<file path="src/wpm_pkg.sv">
// ---------------------------------------------------------------------------
// wpm_pkg
// Types and constants shared by the wildcard matcher modules.
// ---------------------------------------------------------------------------
package wpm_pkg;

  // Wildcard bytes of the pattern.
  localparam logic [7:0] STAR_CODE = 8'd42;
  localparam logic [7:0] ANY_CODE  = 8'd63;

  // Operation codes of an input item.
  typedef enum logic [1:0] {
    OP_CLEAR   = 2'd0,
    OP_APPEND  = 2'd1,
    OP_SUBJECT = 2'd2,
    OP_FINISH  = 2'd3
  } op_e;

  typedef struct packed {
    logic [1:0] operation;
    logic [7:0] character;
  } in_item_t;

  typedef struct packed {
    logic matched;
    logic pattern_overflow;
  } out_item_t;

  // Pattern byte held by one cell, moved toward lower cells on append.
  typedef struct packed {
    logic       valid;
    logic [7:0] code;
  } slot_t;

  // Signals a cell hands to its upper neighbor.
  typedef struct packed {
    logic valid_d;  // next-cycle occupancy of the cell
    logic step;     // a subject byte moved past this cell's byte
    logic feed;     // activates the upper neighbor's position
  } link_t;

  // Command broadcast to every cell for the accepted item.
  typedef struct packed {
    logic       consume;    // subject byte: advance the active set
    logic       start;      // recompute the active set from the pattern start
    logic       clear;      // empty the pattern
    logic       shift;      // append a byte at the top of the row
    logic [7:0] character;
  } cmd_t;

endpackage

</file>
<file path="src/wpm_stream_if.sv">
// ---------------------------------------------------------------------------
// wpm_stream_if
// Valid/ready channel carrying one item of payload type T.
// ---------------------------------------------------------------------------
interface wpm_stream_if #(
  parameter type T = logic
) ();
  logic valid;
  logic ready;
  T     data;

  modport source (output valid, output data, input ready);
  modport sink   (input valid, input data, output ready);
endinterface

</file>
<file path="src/wpm_cell.sv">
// ---------------------------------------------------------------------------
// wpm_cell
// One pattern position: holds a pattern byte, its occupancy and its active
// bit, and hands activation to the next position up the row.
// ---------------------------------------------------------------------------
module wpm_cell (
  input  logic             clk_i,
  input  logic             rst_ni,
  input  wpm_pkg::cmd_t    cmd_i,
  input  wpm_pkg::slot_t   upper_slot_i,  // byte shifted in on append
  input  wpm_pkg::link_t   lower_link_i,  // from the position below
  output wpm_pkg::slot_t   slot_o,
  output wpm_pkg::link_t   link_o
);

  logic       valid_q, valid_d;
  logic [7:0] code_q, code_d;
  logic       active_q, active_d;
  logic       star_q, star_d;
  logic       hit, stay, advance, head, seed;

  // Pattern byte and occupancy: shift down on append, empty on clear.
  always_comb begin
    code_d  = cmd_i.shift ? upper_slot_i.code : code_q;
    valid_d = valid_q;
    if (cmd_i.clear) begin
      valid_d = 1'b0;
    end else if (cmd_i.shift) begin
      valid_d = upper_slot_i.valid;
    end
  end

  assign star_q = valid_q && (code_q == wpm_pkg::STAR_CODE);
  assign star_d = valid_d && (code_d == wpm_pkg::STAR_CODE);

  // A subject byte keeps an active star and advances past a matching byte.
  assign hit     = (code_q == wpm_pkg::ANY_CODE) || (code_q == cmd_i.character);
  assign stay    = active_q && star_q;
  assign advance = active_q && valid_q && !star_q && hit;

  // The lowest occupied cell is where a new subject starts.
  assign head = valid_d && !lower_link_i.valid_d;

  always_comb begin
    seed = 1'b0;
    if (cmd_i.start) begin
      seed = head;
    end else if (cmd_i.consume) begin
      seed = stay;
    end
  end

  // Stars never sit next to each other, so closure is one step deep.
  always_comb begin
    active_d = active_q;
    if (cmd_i.start || cmd_i.consume) begin
      active_d = seed || lower_link_i.feed;
    end
  end

  // A star reached by a step from below also opens the position above it.
  assign link_o.valid_d = valid_d;
  assign link_o.step    = cmd_i.consume && advance;
  assign link_o.feed    = (cmd_i.consume && advance) ||
                          ((seed || lower_link_i.step) && star_d);
  assign slot_o.valid   = valid_q;
  assign slot_o.code    = code_q;

  // Control state.
  always_ff @(posedge clk_i or negedge rst_ni) begin
    if (!rst_ni) begin
      valid_q  <= 1'b0;
      active_q <= 1'b0;
    end else begin
      valid_q  <= valid_d;
      active_q <= active_d;
    end
  end

  // Pattern byte.
  always_ff @(posedge clk_i) begin
    code_q <= code_d;
  end

endmodule

</file>
<file path="src/wildcard_pattern_matcher.sv">
// ---------------------------------------------------------------------------
// wildcard_pattern_matcher
// Whole-string matcher for patterns with '?' and '*' over a byte stream.
// ---------------------------------------------------------------------------
// Usage: items arrive on in_i, each an operation and a byte: clear the
// pattern, append a pattern byte, feed a subject byte, or finish a subject.
// Only a finish produces an item on out_o: matched and pattern_overflow.
// Items are accepted back to back at one per cycle while no result is
// stalled; the result of a finish is registered and shows on out_o the
// cycle after the finish is accepted. The rate is set by the row of
// position cells, which updates all pattern positions in parallel each
// cycle. The pattern sits right aligned in the row, its end fixed at the
// top, and runs of stars are kept as a single star, so activation moves
// only between neighbors. Bytes past MAX_PATTERN are dropped and flagged.
// Reset leaves an empty pattern and a fresh subject; there is no clearing
// pass. While a result waits on a stalled receiver, in_i is held off;
// otherwise in_i is ready every cycle.
// ---------------------------------------------------------------------------
module wildcard_pattern_matcher #(
  parameter int MAX_PATTERN = 32
) (
  input logic          clk_i,
  input logic          rst_ni,
  wpm_stream_if.sink   in_i,
  wpm_stream_if.source out_o
);

  localparam int LenW = $clog2(MAX_PATTERN + 1);

  wpm_pkg::in_item_t  in_item;
  wpm_pkg::op_e       op;
  wpm_pkg::cmd_t      cmd;
  wpm_pkg::slot_t     new_slot;
  wpm_pkg::slot_t     slot_out [MAX_PATTERN];
  wpm_pkg::link_t     link_out [MAX_PATTERN];
  wpm_pkg::out_item_t out_data_q;

  logic            accept;
  logic            room, last_star, merge_star;
  logic [LenW-1:0] len_q, len_d;
  logic            ovf_q, ovf_d;
  logic            end_active_q, end_active_d;
  logic            out_valid_q;

  assign in_item = in_i.data;
  assign op      = wpm_pkg::op_e'(in_item.operation);

  // Input is held off only while a result is stalled.
  assign in_i.ready = !out_valid_q || out_o.ready;
  assign accept     = in_i.valid && in_i.ready;

  // Capacity and star merging for appended bytes.
  assign room       = len_q < LenW'(MAX_PATTERN);
  assign last_star  = slot_out[MAX_PATTERN-1].valid &&
                      (slot_out[MAX_PATTERN-1].code == wpm_pkg::STAR_CODE);
  assign merge_star = last_star && (in_item.character == wpm_pkg::STAR_CODE);

  // Decode the accepted item into a command for the cell row.
  always_comb begin
    cmd           = '0;
    cmd.character = in_item.character;
    len_d         = len_q;
    ovf_d         = ovf_q;
    if (accept) begin
      case (op)
        wpm_pkg::OP_CLEAR: begin
          cmd.clear = 1'b1;
          cmd.start = 1'b1;
          len_d     = '0;
          ovf_d     = 1'b0;
        end
        wpm_pkg::OP_APPEND: begin
          cmd.start = 1'b1;
          if (room) begin
            cmd.shift = !merge_star;
            len_d     = len_q + LenW'(1);
          end else begin
            ovf_d = 1'b1;
          end
        end
        wpm_pkg::OP_SUBJECT: begin
          cmd.consume = 1'b1;
        end
        wpm_pkg::OP_FINISH: begin
          cmd.start = 1'b1;
        end
        default: begin
          cmd = '0;
        end
      endcase
    end
  end

  assign new_slot.valid = 1'b1;
  assign new_slot.code  = in_item.character;

  // Row of position cells; cell 0 is the lowest position.
  for (genvar i = 0; i < MAX_PATTERN; i++) begin : g_cell
    wpm_pkg::slot_t upper_slot;
    wpm_pkg::link_t lower_link;

    if (i == MAX_PATTERN - 1) begin : g_top
      assign upper_slot = new_slot;
    end else begin : g_mid
      assign upper_slot = slot_out[i+1];
    end

    if (i == 0) begin : g_bottom
      assign lower_link = '0;
    end else begin : g_up
      assign lower_link = link_out[i-1];
    end

    wpm_cell u_cell (
      .clk_i       (clk_i),
      .rst_ni      (rst_ni),
      .cmd_i       (cmd),
      .upper_slot_i(upper_slot),
      .lower_link_i(lower_link),
      .slot_o      (slot_out[i]),
      .link_o      (link_out[i])
    );
  end

  // End position: active means the subject so far matches the whole pattern.
  always_comb begin
    end_active_d = end_active_q;
    if (cmd.start) begin
      end_active_d = !link_out[MAX_PATTERN-1].valid_d || link_out[MAX_PATTERN-1].feed;
    end else if (cmd.consume) begin
      end_active_d = link_out[MAX_PATTERN-1].feed;
    end
  end

  always_ff @(posedge clk_i or negedge rst_ni) begin
    if (!rst_ni) begin
      len_q        <= '0;
      ovf_q        <= 1'b0;
      end_active_q <= 1'b1;
      out_valid_q  <= 1'b0;
    end else begin
      len_q        <= len_d;
      ovf_q        <= ovf_d;
      end_active_q <= end_active_d;
      if (accept && (op == wpm_pkg::OP_FINISH)) begin
        out_valid_q <= 1'b1;
      end else if (out_o.ready) begin
        out_valid_q <= 1'b0;
      end
    end
  end

  // Result register.
  always_ff @(posedge clk_i) begin
    if (accept && (op == wpm_pkg::OP_FINISH)) begin
      out_data_q.matched          <= end_active_q;
      out_data_q.pattern_overflow <= ovf_q;
    end
  end

  assign out_o.valid = out_valid_q;
  assign out_o.data  = out_data_q;

endmodule

</file>
<file path="src/flat_wrapper.sv">
// flat-port wrapper written by rule: the top's interface ports become plain ports
module wildcard_pattern_matcher_flat 
#(
  parameter int MAX_PATTERN = 32
)
  (clk_i, rst_ni, in_i_valid, in_i_data, in_i_ready, out_o_valid, out_o_data, out_o_ready);
  wpm_stream_if #(.T(wpm_pkg::in_item_t)) in_i_i ();
  wpm_stream_if #(.T(wpm_pkg::out_item_t)) out_o_i ();
  input logic clk_i;
  input logic rst_ni;
  input wire logic [$bits(in_i_i.valid)-1:0] in_i_valid;
  input wire logic [$bits(in_i_i.data)-1:0] in_i_data;
  output wire logic [$bits(in_i_i.ready)-1:0] in_i_ready;
  output wire logic [$bits(out_o_i.valid)-1:0] out_o_valid;
  output wire logic [$bits(out_o_i.data)-1:0] out_o_data;
  input wire logic [$bits(out_o_i.ready)-1:0] out_o_ready;
  assign in_i_i.valid = in_i_valid;
  assign in_i_i.data = in_i_data;
  assign in_i_ready = in_i_i.ready;
  assign out_o_valid = out_o_i.valid;
  assign out_o_data = out_o_i.data;
  assign out_o_i.ready = out_o_ready;
  wildcard_pattern_matcher #(.MAX_PATTERN(MAX_PATTERN)) u_core (.clk_i(clk_i), .rst_ni(rst_ni), .in_i(in_i_i), .out_o(out_o_i));
endmodule
</file>
<file path="config.mk">
export PLATFORM = sky130hd
export DESIGN_NAME = wildcard_pattern_matcher_flat
export DESIGN_NICKNAME = d
export VERILOG_FILES = /design/src/wpm_pkg.sv /design/src/wpm_stream_if.sv /design/src/wpm_cell.sv /design/src/wildcard_pattern_matcher.sv /design/src/flat_wrapper.sv
export SDC_FILE = /design/constraint.sdc
export NUM_CORES = 1
export LEC_CHECK = 0
export BUFFER_PORTS_ARGS = -buffer_cell sky130_fd_sc_hd__buf_2
export CAP_MARGIN = 20
export CORE_UTILIZATION = 60
export DETAILED_ROUTE_END_ITERATION = 7
export MAX_ROUTING_LAYER = met4
export PLACE_DENSITY = 0.76
export RECOVER_POWER = 100
export SYNTH_ARGS = -nofsm -noshare
export SYNTH_HDL_FRONTEND = slang
export SYNTH_HIERARCHICAL = 1
export SYNTH_SLANG_ARGS = --single-unit
</file>
<file path="constraint.sdc">
create_clock -name clk_i -period 11.05 [get_ports clk_i]
set_input_delay 0.5525 -clock clk_i [delete_from_list [all_inputs] [get_ports clk_i]]
set_output_delay 0.5525 -clock clk_i [all_outputs]
set_load 0.01 [all_outputs]
</file>
Word-level counts from Yosys, hierarchy flattened
Cells that the tools add are included.
{"block": "totals", "mem_count": 0, "latch_bits": 0, "wordCells": 904, "out_inout_bits": 4, "rom_bits": 0, "ff_bits": 331, "ramBits": 0, "inputBits": 14}
{"block": "op_classes", "reduce_logical": 492, "eq_ne": 134, "div_mod_pow": 0, "bitwise_logic": 0, "n_mux": 174, "n_lt_le_gt_ge": 1, "multipliers": 0, "shifts": 0, "n_addsub": 1}
{"operator": "8-bit by 6-bit equality test with 1-bit output (second input constant)", "count": 97}
{"operator": "1-bit logical AND", "count": 290}
{"operator": "8-bit equality test", "count": 32}
{"operator": "8-bit 2-to-1 mux", "count": 32}
{"operator": "1-bit 2-to-1 mux", "count": 138}
{"operator": "1-bit logical OR", "count": 129}
{"operator": "1-bit logical NOT", "count": 66}
{"operator": "12-bit 2-to-1 mux", "count": 1}
{"operator": "6-bit one-hot mux with 2 select lines", "count": 1}
{"operator": "6-bit by 1-bit adder with 6-bit output (second input constant)", "count": 1}
{"operator": "6-bit less-than comparator (second input constant)", "count": 1}
{"operator": "6-bit 2-to-1 mux", "count": 1}
{"operator": "3-bit AND reduction", "count": 2}
{"operator": "2-bit nonzero test", "count": 3}
{"operator": "2-bit equality test (second input constant)", "count": 2}
{"operator": "3-bit OR reduction", "count": 1}
{"operator": "2-bit by 1-bit equality test with 1-bit output (second input constant)", "count": 1}
{"operator": "2-bit logical NOT", "count": 1}
{"operator": "2-bit by 1-bit != test with 1-bit output (second input constant)", "count": 1}
{"operator": "2-bit != test (second input constant)", "count": 1}
{"operator": "1-bit one-hot mux with 2 select lines", "count": 1}

Longest topological paths before layout
{"block": "depth", "ltp_word": 17, "ltp_mapped": 13, "depth_no_buf": 11}

Modules after synthesis
Netlist, hierarchy kept.
{"mod": "wpm_cell", "instances": 32, "area_per_inst_um2": 581.8, "seq_area_each_um2": 210.2, "cells_each": 55}
{"mod": "wildcard_pattern_matcher", "instances": 1, "area_per_inst_um2": 629.4, "seq_area_each_um2": 286.5, "cells_each": 66}

Worst setup path after synthesis
OpenSTA, ideal clock, no wires.
{"block": "synth_timing", "kind": "input-to-reg", "from": "input port out_o_ready", "to": "register u_core.g_cell[10].u_cell.active_q", "t_arrival_ns": 7.992, "n_path_buf": 0, "setup_ns": 0.135, "required_ns": 10.915, "cell_stages": 8, "path_slack_ns": 2.923, "cell_sequence": "nand2b_4 -> nand2_1 -> nor2_1 -> nor4_4 -> o31ai_1 -> o22ai_2 -> a2111oi_1 -> nor2_1"}
{"element": "from (decl)", "line": "flat_wrapper.sv:16", "rtl": "input wire logic [$bits(out_o_i.ready)-1:0] out_o_ready;"}
{"element": "to (signal assigned)", "line": "wpm_cell.sv:76", "rtl": "active_q <= active_d;"}
{"element": "to (decl)", "line": "wpm_cell.sv:18", "rtl": "logic active_q, active_d;"}

==> reports/metrics.csv <==
metric;value;unit
CP Max Fanout;127;
number of I/O pins;18;
largest net degree at the start of global routing;167;
vias;14195;
vias in the first global route;14083;
failing checks;capacitance limit, slew limit;
WL/cell;19.4;um
Die Y;181;um
Reg-to-Reg End;u_core/g_cell[12].u_cell/active_q;
CTS Buffer Depth;3;
Mean Syn Cell Area;10.5;um^2
Reg power frac;47.8;%
Setup CP Type;primary input to flip-flop;
Post-Route Utilization;64.9;%
dpl hpwl;27300;um
DIE AREA;32800;um^2
min-delay src;in_i_data[9];
setup slack, reg-to-reg;5.27;ns
layout cells sized above 1;24.1;%
Final nets;1817;
reg2reg path depth;12;
Slew headroom;-112;%
Logic pwr share;13.2;%
IO Port Bufs;17;
first-pass GRT wire length;72600;um
critical path capture point type;flip-flop;
drt via density;6.36;
CTS Hold Buffers Added;0;
CTS root buf;clkbuf_16;
ANT nets after route;0;
Hold Path Class;primary input to flip-flop;
CP peak stage delay;2.27;ns
GRT busiest layer;met2;
slowest CP cell;clkbuf_1;
Peak VDD IR;0.0890;mV
RSZ-0062 raised after global routing;no;
worst slew pin tran;3.18;ns
initial antenna violation count;0;
CTS Buf Count;37;
Post-route DRC;0;
Synth Instances;1824;
Arr. time, crit path;7.19;ns
Min Clock Period, post-route;6.80;ns
Initial Utilization;61.0;%
worst path bufs/invs;4;
Post-Place Setup Slack;6.52;ns
Pint;0.00226;W
Final Slew Violations;209;
met3 usage;3.53;%
CTS tree;built;
Setup crit start kind;primary input;
Required @ worst endpoint;11.44;ns
clock-pin slew on the worst setup and hold paths;0.06;ns
fmax;147;MHz
switching pwr;0.000899;W
outcome;finished, violations left;
setup ws final;4.25;ns
Post-CTS Resized;0;
reg2reg start;u_core/out_o.valid;
Detailed Routing Iterations Pass 1;5;
Area after DPL;19400;um^2
GR Util All Layers;27.2;%
post-synthesis cell area;19200;um^2
Overall Power;0.00316;W
postcts setup bufs;0;
hold endpoint;u_core/out_o.valid;
clock sinks;331;
DR iter-0 viols;1081;
switching share of power;28.5;%
Setup-failing EPs final;0;
yosys synthesis warning count;6;
Fin. Hold Viols;0;
met1 usage;36.3;%
H-tree lvl count;2;
GPL Wtd Cong;0.840;
core footprint;31600;um^2
cell class contributing the biggest share of worst-path delay;buffers and inverters;
leak pwr;8.01;nW
diode count;0;
Final Cycle Share;61.5;%
Die W;181;um
worst hold stages;3;
Final Skew;0.0332;ns
area growth from synthesis to layout;6.39;%
clock share of power;39.1;%
post-route cell area;20500;um^2
GRT overflow;0;
pwr dens;154;nW/um^2
met2 GRT Util;43.9;%
# Max-Cap Violations;6;
routed wire length;43400;um
cell chain of the critical path;buf_2, clkbuf_1, nor4bb_1, nand4_1, nor4b_1, nor3b_1, clkbuf_1, buf_12, mux2i_1, nor2_1, nor2b_1, o31ai_1, o22ai_2, a2111oi_0, nor2_1;
setup_tns;0;ns
Clock Latency Late Sink;0.54;ns
FP Rows;65;
metrics by stage:
stage / hold WS [ns] / std cells
CTS: 0.238 / 2232
global placement: 0.430 / 2164
detailed placement: 0.442 / 2164
finish: 0.324 / 2233
global route: 0.338 / 2233
floorplan: 0.257 / 1826
power by group through the flow:
| stage | clock (W) | sequential (W) | combinational, W |
|---|---|---|---|
| floorplan | 0 | 0.00146 | 0.000344 |
| global placement | 0 | 0.00152 | 0.000401 |
| detailed placement | 0 | 0.00153 | 0.000417 |
| CTS | 0.00125 | 0.00150 | 0.000421 |
| global route | 0.00130 | 0.00153 | 0.000453 |
| finish | 0.00123 | 0.00151 | 0.000416 |
registers in the layout (all words and copies together) (netlist names):
register,flops
u_core/g_cell.u_cell/code_q,256
u_core/ovf_q,1
u_core/g_cell.u_cell/valid_q,32
u_core/out_o.valid,1
u_core/len_q,6
u_core/g_cell.u_cell/active_q,32
u_core/end_active_q,1
u_core/out_o.data,2
area by class of cell:
cell class / instances / area, um^2
clock buffer: 52 / 1050
timing repair buffer: 33 / 221
fill: 2545 / 11100
tap: 402 / 503
clock inverter: 16 / 175
sequential: 331 / 7010
inverter: 2 / 7.51
multi-input combinational: 1397 / 11500
metal layers:
metal | vias to the layer above | routed length (um) | part of all wire [%]
met5 | - | 0 | 0
met3 | 80 | 1880 | 4.3
met2 | 321 | 20500 | 47
met4 | 0 | 834 | 1.9
li1 | 6805 | - | -
met1 | 6989 | 20200 | 47
worst register-to-register path, cell delays in order, from the launching register on:
cell	delay (ns)
dfrtp_1	0.37
nand2b_1	0.18
nand4_1	0.30
nor3b_1	0.51
clkbuf_1	2.28
buf_12	0.56
mux2i_1	0.30
nor2_1	0.28
nor2b_1	0.10
o31ai_1	0.28
o22ai_2	0.11
a2111oi_0	0.30
nor2_1	0.07
layout by cell type, fill, tap and decap left out, types with 33 or more instances in the layout:
master	n
nor4_1	64
mux2_2	256
dfrtp_1	72
o31ai_1	33
dfxtp_1	256
nand3_1	71
xor2_1	256
nand2_1	43
a21oi_1	33
nor3_1	128
clkbuf_16	38
nor2b_1	33
nor2_1	133
nor4b_1	33
how the worst max path moves through the flow:
stage / from / to / cells past startpoint
after floorplan: out_o_ready / u_core/g_cell[10].u_cell/active_q / 8
after global placement: in_i_data[0] / u_core/g_cell[11].u_cell/active_q / 15
after detailed placement: in_i_data[6] / u_core/g_cell[12].u_cell/active_q / 15
after CTS: in_i_data[0] / u_core/g_cell[12].u_cell/active_q / 15
after global routing: in_i_data[3] / u_core/g_cell[12].u_cell/active_q / 15
final: in_i_data[3] / u_core/g_cell[12].u_cell/active_q / 15
(Power assumes the default switching activity.)
